`src/hw/rtl/assert_macros.svh`:
```
// ----------------------------------------------------------------------------
// Assertion macros
// Concurrent assertion helpers shared by the RTP header parser RTL.
// ----------------------------------------------------------------------------
`ifndef ASSERT_MACROS_SVH
`define ASSERT_MACROS_SVH

`ifndef SYNTHESIS

// Check that an expression holds at every clock edge outside reset.
`define ASSERT_ALWAYS(label, clk, rst, expr) \
   label: assert property (@(posedge clk) disable iff (rst) (expr)) \
      else $error("assertion failed");

// Check that a consequent holds whenever the antecedent holds.
`define ASSERT_IMPLIES(label, clk, rst, ante, cons) \
   label: assert property (@(posedge clk) disable iff (rst) (ante) |-> (cons)) \
      else $error("assertion failed");

`else

`define ASSERT_ALWAYS(label, clk, rst, expr)
`define ASSERT_IMPLIES(label, clk, rst, ante, cons)

`endif

`endif

```
`src/hw/rtl/rhp_pkg.sv`:
```
// ----------------------------------------------------------------------------
// rhp_pkg
// Section and status codes and the item type passed from front to back.
// ----------------------------------------------------------------------------
`default_nettype none

package rhp_pkg;

   typedef logic [2:0] section_type;
   localparam section_type SEC_HEADER  = 3'd0;
   localparam section_type SEC_CSRC    = 3'd1;
   localparam section_type SEC_EXTHDR  = 3'd2;
   localparam section_type SEC_EXTDATA = 3'd3;
   localparam section_type SEC_PAYLOAD = 3'd4;

   typedef logic [2:0] status_type;
   localparam status_type ST_OK        = 3'd0;
   localparam status_type ST_NOT_RTP   = 3'd1;
   localparam status_type ST_CSRC_CUT  = 3'd2;
   localparam status_type ST_EXT_CUT   = 3'd3;
   localparam status_type ST_BAD_PAD   = 3'd4;

   localparam int unsigned POS_W      = 4;
   localparam int unsigned EXT_REM_W  = 18;
   localparam int unsigned PLEN_W     = 12;
   localparam logic [POS_W-1:0] HDR_LAST_IDX = 4'd11;
   localparam logic [1:0] RTP_VERSION = 2'd2;

   // Classified byte: section tag, data byte, last flag, byte position within the
   // fixed header or extension header, and the end-of-packet class seen by the front.
   typedef struct packed {
      section_type      section;
      logic [7:0]       data;
      logic             last;
      logic [POS_W-1:0] pos;
      status_type       end_class;
   } rhp_item_type;

endpackage

`default_nettype wire

```
`src/hw/rtl/rhp_front.sv`:
```
// ----------------------------------------------------------------------------
// rhp_front
// Section tracker: tags each accepted byte with its packet section.
// ----------------------------------------------------------------------------
`default_nettype none
`include "assert_macros.svh"

module rhp_front import rhp_pkg::*; (
   input  wire logic         clock,
   input  wire logic         reset,
   input  wire logic         push,
   input  wire logic [7:0]   data_byte,
   input  wire logic         last_byte,
   output rhp_item_type      item
);

   section_type            sec_ff, sec_in, tag;
   logic [POS_W-1:0]       idx_ff, idx_in, pos;
   logic [EXT_REM_W-1:0]   rem_ff, rem_in, rem_dec;
   logic                   ext_ff, ext_in;
   logic [3:0]             csrc_ff, csrc_in;
   section_type            after_csrc;
   status_type             end_class;

   always_comb begin
      after_csrc = ext_ff ? SEC_EXTHDR : SEC_PAYLOAD;
      rem_dec    = (rem_ff != '0) ? rem_ff - EXT_REM_W'(1) : rem_ff;
      sec_in     = sec_ff;
      idx_in     = idx_ff;
      rem_in     = rem_ff;
      ext_in     = ext_ff;
      csrc_in    = csrc_ff;
      tag        = sec_ff;
      pos        = idx_ff;
      unique case (sec_ff)
         SEC_HEADER: begin
            if (idx_ff == '0) begin
               ext_in  = data_byte[4];
               csrc_in = data_byte[3:0];
            end
            if (idx_ff == HDR_LAST_IDX) begin
               if (csrc_ff != '0) begin
                  sec_in = SEC_CSRC;
                  rem_in = {{(EXT_REM_W-6){1'b0}}, csrc_ff, 2'b00};
               end else begin
                  sec_in = after_csrc;
                  rem_in = '0;
               end
            end else begin
               idx_in = idx_ff + POS_W'(1);
            end
         end
         SEC_CSRC: begin
            rem_in = rem_dec;
            if (rem_dec == '0) begin
               sec_in = after_csrc;
            end
         end
         SEC_EXTHDR: begin
            pos = {2'b00, rem_ff[1:0]};
            unique case (rem_ff[1:0])
               2'd0: rem_in = EXT_REM_W'(1);
               2'd1: rem_in = EXT_REM_W'(2);
               2'd2: rem_in = {{(EXT_REM_W-10){1'b0}}, data_byte, 2'b11};
               default: begin
                  rem_in = {rem_ff[9:2], data_byte, 2'b00};
                  sec_in = (rem_in != '0) ? SEC_EXTDATA : SEC_PAYLOAD;
               end
            endcase
         end
         SEC_EXTDATA: begin
            rem_in = rem_dec;
            if (rem_dec == '0) begin
               sec_in = SEC_PAYLOAD;
            end
         end
         default: begin
            tag    = SEC_PAYLOAD;
            sec_in = SEC_PAYLOAD;
         end
      endcase

      unique case (sec_in)
         SEC_HEADER:  end_class = ST_NOT_RTP;
         SEC_CSRC:    end_class = ST_CSRC_CUT;
         SEC_EXTHDR,
         SEC_EXTDATA: end_class = ST_EXT_CUT;
         default:     end_class = ST_OK;
      endcase

      // drop all per-packet state after the last byte
      if (last_byte) begin
         sec_in  = SEC_HEADER;
         idx_in  = '0;
         rem_in  = '0;
         ext_in  = 1'b0;
         csrc_in = '0;
      end
   end

   assign item.section   = tag;
   assign item.data      = data_byte;
   assign item.last      = last_byte;
   assign item.pos       = pos;
   assign item.end_class = end_class;

   always_ff @(posedge clock) begin
      if (reset) begin
         sec_ff  <= SEC_HEADER;
         idx_ff  <= '0;
         rem_ff  <= '0;
         ext_ff  <= 1'b0;
         csrc_ff <= '0;
      end else if (push) begin
         sec_ff  <= sec_in;
         idx_ff  <= idx_in;
         rem_ff  <= rem_in;
         ext_ff  <= ext_in;
         csrc_ff <= csrc_in;
      end
   end

   `ASSERT_ALWAYS(a_front_idx_range, clock, reset, idx_ff <= HDR_LAST_IDX)

endmodule

`default_nettype wire

```
`src/hw/rtl/rhp_queue.sv`:
```
// ----------------------------------------------------------------------------
// rhp_queue
// Two-entry queue between the section tracker and the field extractor.
// ----------------------------------------------------------------------------
`default_nettype none
`include "assert_macros.svh"

module rhp_queue import rhp_pkg::*; (
   input  wire logic         clock,
   input  wire logic         reset,
   input  wire logic         push,
   input  wire rhp_item_type push_item,
   output logic              not_full,
   input  wire logic         pop,
   output logic              not_empty,
   output rhp_item_type      head
);

   localparam logic [1:0] DEPTH = 2'd2;

   rhp_item_type entry_ff [2];
   logic         wr_ptr_ff, wr_ptr_in;
   logic         rd_ptr_ff, rd_ptr_in;
   logic [1:0]   count_ff, count_in;

   assign not_full  = (count_ff != DEPTH);
   assign not_empty = (count_ff != 2'd0);
   assign head      = entry_ff[rd_ptr_ff];

   always_comb begin
      wr_ptr_in = push ? ~wr_ptr_ff : wr_ptr_ff;
      rd_ptr_in = pop  ? ~rd_ptr_ff : rd_ptr_ff;
      count_in  = count_ff + {1'b0, push} - {1'b0, pop};
   end

   always_ff @(posedge clock) begin
      if (push) begin
         entry_ff[wr_ptr_ff] <= push_item;
      end
   end

   always_ff @(posedge clock) begin
      if (reset) begin
         wr_ptr_ff <= 1'b0;
         rd_ptr_ff <= 1'b0;
         count_ff  <= 2'd0;
      end else begin
         wr_ptr_ff <= wr_ptr_in;
         rd_ptr_ff <= rd_ptr_in;
         count_ff  <= count_in;
      end
   end

   `ASSERT_IMPLIES(a_queue_push_room, clock, reset, push, count_ff != DEPTH)
   `ASSERT_IMPLIES(a_queue_pop_data, clock, reset, pop, count_ff != 2'd0)

endmodule

`default_nettype wire

```
`src/hw/rtl/rhp_back.sv`:
```
// ----------------------------------------------------------------------------
// rhp_back
// Field extractor: latches header fields, counts payload, reports status.
// ----------------------------------------------------------------------------
`default_nettype none
`include "assert_macros.svh"

module rhp_back import rhp_pkg::*; #(
   parameter int unsigned MAX_PACKET_BYTES = 2048
) (
   input  wire logic         clock,
   input  wire logic         reset,
   input  wire logic         q_valid,
   input  wire rhp_item_type q_item,
   output logic              q_pop,
   output logic              rsp_valid,
   input  wire logic         rsp_ready,
   output logic [2:0]        rsp_section,
   output logic [7:0]        rsp_byte_out,
   output logic              rsp_end_of_packet,
   output logic [2:0]        rsp_status,
   output logic [3:0]        rsp_csrc_total,
   output logic              rsp_marker_bit,
   output logic [6:0]        rsp_payload_kind,
   output logic [15:0]       rsp_seq_number,
   output logic [31:0]       rsp_time_stamp,
   output logic [31:0]       rsp_source_id,
   output logic [15:0]       rsp_ext_profile,
   output logic [PLEN_W-1:0] rsp_payload_length
);

   localparam int unsigned CNT_W = $clog2(MAX_PACKET_BYTES + 1);
   localparam int unsigned CMP_W = (CNT_W > PLEN_W) ? CNT_W : PLEN_W;
   localparam logic [CNT_W-1:0] CNT_MAX = CNT_W'(MAX_PACKET_BYTES);

   // packet state
   logic [1:0]       ver_ff, ver_in;
   logic             pad_ff, pad_in;
   logic [3:0]       csrc_ff, csrc_in;
   logic             mark_ff, mark_in;
   logic [6:0]       ptype_ff, ptype_in;
   logic [15:0]      seq_ff, seq_in;
   logic [31:0]      stamp_ff, stamp_in;
   logic [31:0]      src_ff, src_in;
   logic [15:0]      prof_ff, prof_in;
   logic [CNT_W-1:0] pcnt_ff, pcnt_in;
   logic [7:0]       lastv_ff, lastv_in;

   // result register
   logic             valid_ff, valid_in;
   section_type      sec_ff;
   logic [7:0]       byte_ff;
   logic             eop_ff;
   status_type       status_ff, status_in;
   logic [3:0]       csrc_out_ff;
   logic             mark_out_ff;
   logic [6:0]       ptype_out_ff;
   logic [15:0]      seq_out_ff;
   logic [31:0]      stamp_out_ff;
   logic [31:0]      src_out_ff;
   logic [15:0]      prof_out_ff;
   logic [PLEN_W-1:0] plen_ff, plen_in;

   logic [CMP_W-1:0] pcnt_ext, lastv_ext, plen_wide;
   logic [7:0]       b;

   assign b        = q_item.data;
   assign q_pop    = q_valid && (!valid_ff || rsp_ready);
   assign valid_in = q_pop ? 1'b1 : (valid_ff && !rsp_ready);

   always_comb begin
      ver_in   = ver_ff;
      pad_in   = pad_ff;
      csrc_in  = csrc_ff;
      mark_in  = mark_ff;
      ptype_in = ptype_ff;
      seq_in   = seq_ff;
      stamp_in = stamp_ff;
      src_in   = src_ff;
      prof_in  = prof_ff;
      pcnt_in  = pcnt_ff;
      lastv_in = lastv_ff;
      unique case (q_item.section)
         SEC_HEADER: begin
            priority if (q_item.pos == 4'd0) begin
               ver_in  = b[7:6];
               pad_in  = b[5];
               csrc_in = b[3:0];
            end else if (q_item.pos == 4'd1) begin
               mark_in  = b[7];
               ptype_in = b[6:0];
            end else if (q_item.pos < 4'd4) begin
               seq_in = {seq_ff[7:0], b};
            end else if (q_item.pos < 4'd8) begin
               stamp_in = {stamp_ff[23:0], b};
            end else begin
               src_in = {src_ff[23:0], b};
            end
         end
         SEC_EXTHDR: begin
            if (q_item.pos == 4'd0) begin
               prof_in = {b, 8'h00};
            end else if (q_item.pos == 4'd1) begin
               prof_in = {prof_ff[15:8], b};
            end
         end
         SEC_PAYLOAD: begin
            if (pcnt_ff < CNT_MAX) begin
               pcnt_in = pcnt_ff + CNT_W'(1);
            end
            lastv_in = b;
         end
         default: begin
         end
      endcase

      pcnt_ext  = CMP_W'(pcnt_in);
      lastv_ext = CMP_W'(lastv_in);
      plen_wide = pcnt_ext - lastv_ext;
      status_in = ST_OK;
      plen_in   = '0;
      if (q_item.last) begin
         priority if (q_item.end_class == ST_NOT_RTP || ver_in != RTP_VERSION) begin
            status_in = ST_NOT_RTP;
         end else if (q_item.end_class != ST_OK) begin
            status_in = q_item.end_class;
         end else if (pad_in && pcnt_in != '0) begin
            if (lastv_in == 8'd0 || lastv_ext > pcnt_ext) begin
               status_in = ST_BAD_PAD;
            end else begin
               plen_in = plen_wide[PLEN_W-1:0];
            end
         end else begin
            plen_in = pcnt_ext[PLEN_W-1:0];
         end
      end
   end

   always_ff @(posedge clock) begin
      if (q_pop) begin
         sec_ff       <= q_item.section;
         byte_ff      <= b;
         eop_ff       <= q_item.last;
         status_ff    <= status_in;
         csrc_out_ff  <= csrc_in;
         mark_out_ff  <= mark_in;
         ptype_out_ff <= ptype_in;
         seq_out_ff   <= seq_in;
         stamp_out_ff <= stamp_in;
         src_out_ff   <= src_in;
         prof_out_ff  <= prof_in;
         plen_ff      <= plen_in;
      end
   end

   always_ff @(posedge clock) begin
      if (reset) begin
         valid_ff <= 1'b0;
         ver_ff   <= '0;
         pad_ff   <= 1'b0;
         csrc_ff  <= '0;
         mark_ff  <= 1'b0;
         ptype_ff <= '0;
         seq_ff   <= '0;
         stamp_ff <= '0;
         src_ff   <= '0;
         prof_ff  <= '0;
         pcnt_ff  <= '0;
         lastv_ff <= '0;
      end else begin
         valid_ff <= valid_in;
         if (q_pop) begin
            if (q_item.last) begin
               ver_ff   <= '0;
               pad_ff   <= 1'b0;
               csrc_ff  <= '0;
               mark_ff  <= 1'b0;
               ptype_ff <= '0;
               seq_ff   <= '0;
               stamp_ff <= '0;
               src_ff   <= '0;
               prof_ff  <= '0;
               pcnt_ff  <= '0;
               lastv_ff <= '0;
            end else begin
               ver_ff   <= ver_in;
               pad_ff   <= pad_in;
               csrc_ff  <= csrc_in;
               mark_ff  <= mark_in;
               ptype_ff <= ptype_in;
               seq_ff   <= seq_in;
               stamp_ff <= stamp_in;
               src_ff   <= src_in;
               prof_ff  <= prof_in;
               pcnt_ff  <= pcnt_in;
               lastv_ff <= lastv_in;
            end
         end
      end
   end

   assign rsp_valid          = valid_ff;
   assign rsp_section        = sec_ff;
   assign rsp_byte_out       = byte_ff;
   assign rsp_end_of_packet  = eop_ff;
   assign rsp_status         = status_ff;
   assign rsp_csrc_total     = csrc_out_ff;
   assign rsp_marker_bit     = mark_out_ff;
   assign rsp_payload_kind   = ptype_out_ff;
   assign rsp_seq_number     = seq_out_ff;
   assign rsp_time_stamp     = stamp_out_ff;
   assign rsp_source_id      = src_out_ff;
   assign rsp_ext_profile    = prof_out_ff;
   assign rsp_payload_length = plen_ff;

   `ASSERT_IMPLIES(a_back_status_eop, clock, reset, valid_ff && (status_ff != ST_OK), eop_ff)
   `ASSERT_IMPLIES(a_back_plen_ok, clock, reset, valid_ff && (plen_ff != '0), eop_ff && (status_ff == ST_OK))

endmodule

`default_nettype wire

```
`src/hw/rtl/rtp_header_parser.sv`:
```
// ----------------------------------------------------------------------------
// rtp_header_parser
// Byte-serial RTP header parser: section tagging, field capture, status.
// ----------------------------------------------------------------------------
// Flow: a req byte passes the queue entry and then the result register
//   before its result can be taken on rsp.
// Throughput: one byte per cycle sustained while rsp_ready holds, set by the
//   one-byte-per-cycle section tracker feeding a two-entry queue.
// Reset: synchronous, active high; clears section state, latched fields,
//   the queue and the result valid. No clearing pass is needed.
// ----------------------------------------------------------------------------
`default_nettype none

module rtp_header_parser import rhp_pkg::*; #(
   parameter int unsigned MAX_PACKET_BYTES = 2048
) (
   input  wire logic         clock,
   input  wire logic         reset,
   // input byte channel
   input  wire logic         req_valid,
   output logic              req_ready,
   input  wire logic [7:0]   req_data_byte,
   input  wire logic         req_last_byte,
   // result channel
   output logic              rsp_valid,
   input  wire logic         rsp_ready,
   output logic [2:0]        rsp_section,
   output logic [7:0]        rsp_byte_out,
   output logic              rsp_end_of_packet,
   output logic [2:0]        rsp_status,
   output logic [3:0]        rsp_csrc_total,
   output logic              rsp_marker_bit,
   output logic [6:0]        rsp_payload_kind,
   output logic [15:0]       rsp_seq_number,
   output logic [31:0]       rsp_time_stamp,
   output logic [31:0]       rsp_source_id,
   output logic [15:0]       rsp_ext_profile,
   output logic [11:0]       rsp_payload_length
);

   rhp_item_type front_item;
   rhp_item_type q_head;
   logic         q_not_full;
   logic         q_not_empty;
   logic         q_pop;
   logic         push;

   // The front takes a byte whenever the queue has room; the transfer itself
   // advances the section tracker.
   assign req_ready = q_not_full;
   assign push      = req_valid && q_not_full;

   // Front: classify each byte into header, CSRC list, extension header,
   // extension data or payload, and note how the packet would end here.
   rhp_front u_front (
      .clock     (clock),
      .reset     (reset),
      .push      (push),
      .data_byte (req_data_byte),
      .last_byte (req_last_byte),
      .item      (front_item)
   );

   // Queue: decouple the tracker from a stalled result channel so bytes keep
   // flowing while a finished result waits, until its two entries are full.
   rhp_queue u_queue (
      .clock     (clock),
      .reset     (reset),
      .push      (push),
      .push_item (front_item),
      .not_full  (q_not_full),
      .pop       (q_pop),
      .not_empty (q_not_empty),
      .head      (q_head)
   );

   // Back: latch header fields, count payload, resolve status and payload
   // length on the last byte, and hold the result until it is taken.
   rhp_back #(
      .MAX_PACKET_BYTES (MAX_PACKET_BYTES)
   ) u_back (
      .clock              (clock),
      .reset              (reset),
      .q_valid            (q_not_empty),
      .q_item             (q_head),
      .q_pop              (q_pop),
      .rsp_valid          (rsp_valid),
      .rsp_ready          (rsp_ready),
      .rsp_section        (rsp_section),
      .rsp_byte_out       (rsp_byte_out),
      .rsp_end_of_packet  (rsp_end_of_packet),
      .rsp_status         (rsp_status),
      .rsp_csrc_total     (rsp_csrc_total),
      .rsp_marker_bit     (rsp_marker_bit),
      .rsp_payload_kind   (rsp_payload_kind),
      .rsp_seq_number     (rsp_seq_number),
      .rsp_time_stamp     (rsp_time_stamp),
      .rsp_source_id      (rsp_source_id),
      .rsp_ext_profile    (rsp_ext_profile),
      .rsp_payload_length (rsp_payload_length)
   );

endmodule

`default_nettype wire

```
`config.mk`:
```
export PLATFORM = sky130hd
export DESIGN_NAME = rtp_header_parser
export DESIGN_NICKNAME = d
export VERILOG_FILES = /design/src/hw/rtl/rhp_pkg.sv /design/src/hw/rtl/rhp_front.sv /design/src/hw/rtl/rhp_queue.sv /design/src/hw/rtl/rhp_back.sv /design/src/hw/rtl/rtp_header_parser.sv
export VERILOG_INCLUDE_DIRS = /design/src /design/src/hw/rtl
export SDC_FILE = /design/constraint.sdc
export NUM_CORES = 1
export LEC_CHECK = 0
export BUFFER_PORTS_ARGS = -buffer_cell sky130_fd_sc_hd__clkbuf_2
export CELL_PAD_IN_SITES_DETAIL_PLACEMENT = 0
export CELL_PAD_IN_SITES_GLOBAL_PLACEMENT = 1
export CORE_MARGIN = 4
export CORE_UTILIZATION = 47
export CTS_CLUSTER_SIZE = 30
export DETAILED_ROUTE_END_ITERATION = 10
export PLACE_DENSITY_LB_ADDON = 0.08
export SKIP_LAST_GASP = 1
export SLEW_MARGIN = 30
export SYNTH_ARGS = -nofsm -noshare
export SYNTH_HDL_FRONTEND = slang
export SYNTH_SLANG_ARGS = --single-unit
```
`constraint.sdc`:
```
create_clock -name clock -period 5.3 [get_ports clock]
set_input_delay 0 -clock clock [delete_from_list [all_inputs] [get_ports clock]]
set_output_delay 0 -clock clock [all_outputs]
set_load 0.05 [all_outputs]
```
==> flow_metrics.env <==
export IMPL_syn_nets=1412
export IMPL_multi_input_area_um2=5780
export IMPL_start_util_pct=47.8
export IMPL_core_area_um2=30700
export IMPL_htree_levels=2
export IMPL_synth_top_area_share_pct=34.9
export IMPL_tritoncts="yes"
export IMPL_finalHoldViolCount=0
export IMPL_area_growth_pct=16.6
export IMPL_timing_final_ws_setup_ns=0.788
export IMPL_cp_max_fo=28
export IMPL_post_cts_buffers=0
export IMPL_leakage_nw=6.49
export IMPL_synth_most_common_cell="nor2_1"
export IMPL_finalSetupViolCount=0
export IMPL_cap_violations=0
export IMPL_syn_area_per_cell_um2=10.6
export IMPL_grt_start_max_net_pins=87
export IMPL_diodes=0
export IMPL_cts_root_buffer="clkbuf_16"
export IMPL_wl_met2_um=16800
export IMPL_worst_ep_arrival_time_ns=4.75
export IMPL_worstHoldPathType="input port to register"
export IMPL_critPathKind="register to register"
export IMPL_pin_count=150
export IMPL_clock_skew_final_ns=0.0201
export IMPL_via_per_inst=5.68
export IMPL_synthTopCellsByArea="edfxtp_1, dfxtp_1, a22oi_1"
export IMPL_slew_headroom_pct=39.8
export IMPL_place_hpwl_um=23900
export IMPL_nets=1541
export IMPL_period_minus_slack_ns=4.51
export IMPL_vias=10994
export IMPL_insertion_delay_ns=0.52
export IMPL_synth_area_mux_share_pct=6.11
export IMPL_wirelength_um=36500
export IMPL_slew_viol_final=0
export IMPL_drt_pass1_iter_count=5
export IMPL_vdd_drop_max_v=0.000340
export IMPL_cts_made_buffers=37
export IMPL_synth_edf_count=171
export IMPL_rows=64
export IMPL_wl_per_cell_um=18.8
export IMPL_drc=0
export IMPL_rsz0062_at_grt="no"
export IMPL_dieArea_um2=34200
export IMPL_synth_seq_cells=338
export IMPL_drive_gt1_share_pct=20.5
export IMPL_die_width_um=185
export IMPL_grt_use_total_pct=20.8
export IMPL_period_share_pct=85.1
export IMPL_fin_total_pwr_mw=9.43
export IMPL_dp_cells=1856
export IMPL_yosys_area_top_type="edfxtp_1"
export IMPL_synth_compound_area_share_pct=15.1
export IMPL_synth_xor_area_share_pct=1.55
export IMPL_synth_common_cells="nor2_1, edfxtp_1, dfxtp_1, a22oi_1, nand2_1"
export IMPL_start_kind="register"
export IMPL_highest_layer="met4"
export IMPL_synth_fa_ha_area_share_pct=1.58
export IMPL_p_per_area_nw_per_um2=550
export IMPL_synthSimpleGateAreaFrac_pct=14.8
export IMPL_drt_iter0_drc=828
export IMPL_pre_cts_slack_ns=0.851
export IMPL_wl_met1_um=17100
export IMPL_postSynth_asyncResetShare_pct=0
export IMPL_drtAntennaViolNets=0
export IMPL_yosysWarnings=0
export IMPL_routabilityCongestion=0.927
export IMPL_netlist_cell_type_count=77
export IMPL_first_global_vias=10464
export IMPL_synth_top_family_by_area="compound AO/OA/AOI/OAI gates"
export IMPL_required_ns=5.54
export IMPL_die_y_um=185
export IMPL_netlist_area_um2=14700
export IMPL_yosysSeqAreaShare_pct=57.7
export IMPL_fin_tns_setup_ns=0
export IMPL_port_buffers=149
export IMPL_syn_inst=1381
export IMPL_cts_sinks=338
export IMPL_yosys_most_used_dff="edfxtp_1"
export IMPL_fin_cells=1935
export IMPL_fill_cells=2746
export IMPL_wl_met3_um=1760
export IMPL_fmax_ghz=0.222
export IMPL_antenna_found_initial=0
export IMPL_crit_path_end_kind="register"
export IMPL_ff_latch_area_um2=8480
export IMPL_cts_buffer_depth=3
export IMPL_clk_pin_slew_worst_paths_ns=0.06
export IMPL_tightest_slew_ns=0.902
export IMPL_grt_overflow_total=0
export IMPL_status="finished, final reports clean"
export IMPL_grt_pass1_wl_um=57300
## path summary, 6_finish.rpt
kind	start	end	slack, ns	cells past startpoint
worst max-delay path	register	u_back.rsp_payload_length[8]	0.79	15
worst max register to register	register	u_back.rsp_payload_length[8]	0.79	15
worst min register to register	u_back.seq_ff[10]	u_back.seq_ff[10]	0.51	2
worst min-delay path	reset	u_back.seq_ff[11]	0.02	2
## metal layers
metal,vias to the layer above,track usage [%]
li1,5321,-
met1,5304,30.4
met2,311,32.8
met3,58,2.83
met4,0,5.43
met5,-,0
## cell type report
| class | instances | area share (%) |
|---|---|---|
| inverter | 26 | 0.599 |
| clock inverter | 16 | 1.07 |
| tap | 396 | 2.89 |
| clock buffer | 52 | 6.26 |
| multi-input combinational | 927 | 33.7 |
| timing repair buffer | 180 | 5.99 |
| sequential | 338 | 49.5 |
## state kept, by name, summed over array words and instances (netlist names), 7 cells and up, named ones only
name,cells
u_back.ptype_ff,7
u_back.rsp_ext_profile,16
u_back.rsp_byte_out,8
u_back.rsp_time_stamp,32
u_back.rsp_payload_length,12
u_queue.entry_ff,36
u_back.stamp_ff,32
u_back.pcnt_ff,12
u_back.src_ff,32
u_front.rem_ff,18
u_back.prof_ff,16
u_back.rsp_source_id,32
u_back.rsp_seq_number,16
u_back.lastv_ff,8
u_back.seq_ff,16
u_back.rsp_payload_kind,7
## stage by stage
stage | util, % | cell area [um2] | hold slack (ns)
2_1_floorplan | - | 14700 | 0.0989
3_3_place_gp | 51.2 | 15700 | 0.263
3_5_place_dp | 51.2 | 15700 | 0.280
4_1_cts | 55.6 | 17100 | 0.0264
5_1_grt | 55.7 | 17100 | 0.0541
6_report | 55.7 | 17100 | 0.0234
## timing repair
item                                   CTS  global route
resized for setup                        0             0
endpoints found under the hold margin   34             0
hold buffers                            10             0
## where the power goes
part	switching, mW	total, mW	internal [mW]
Clock	1.04	2.61	1.57
Sequential	0.194	3.56	3.37
Combinational	2.65	3.26	0.608
## worst max-delay path, cell delays in order, from the launching register on
cell and delay, ns:
dfxtp_1 0.34, buf_4 0.33, nand4bb_1 0.28, nand2_1 0.60, nor2_1 0.08, a21oi_1 0.20, ha_1 0.24, fa_1 0.23
nor2b_1 0.05, o21ai_0 0.15, nand2b_1 0.11, a22o_1 0.22, o41ai_1 0.57, a221o_1 0.30, a21o_1 0.39, nor4_1 0.13
## cells in the final DEF, fill, tap and decap left out, drive strengths merged, types with 9 or more instances in the layout
cell type | netlist | routed
nor2b | 13 | 13
mux2 | 62 | 62
nand2b | 9 | 9
nor2 | 210 | 210
a21oi | 41 | 41
and2 | 10 | 10
nand4 | 11 | 11
clkbuf | 75 | 200
nand2 | 118 | 118
dlygate4sd3 | 0 | 10
edfxtp | 171 | 171
ha | 17 | 17
dfxtp | 167 | 167
nor4 | 16 | 16
buf | 15 | 22
nand3 | 13 | 13
inv | 26 | 27
a31oi | 10 | 10
or4 | 9 | 9
xnor2 | 13 | 13
a22oi | 131 | 131
clkinv | 0 | 10
xor2 | 13 | 13
o21ai | 97 | 97
mux2i | 20 | 20
nor3 | 22 | 22
a211oi | 10 | 10
## logic make-up (layout without fill, tap and decap cells)
family | Yosys count | in the layout
compound gates | 333 | 333
flops | 338 | 338
mux | 82 | 82
xor+xnor | 26 | 26
fa+ha+maj | 18 | 18
simple gates | 468 | 468
buf+inv | 116 | 274
Note: power is estimated with default switching activity, not from simulation.
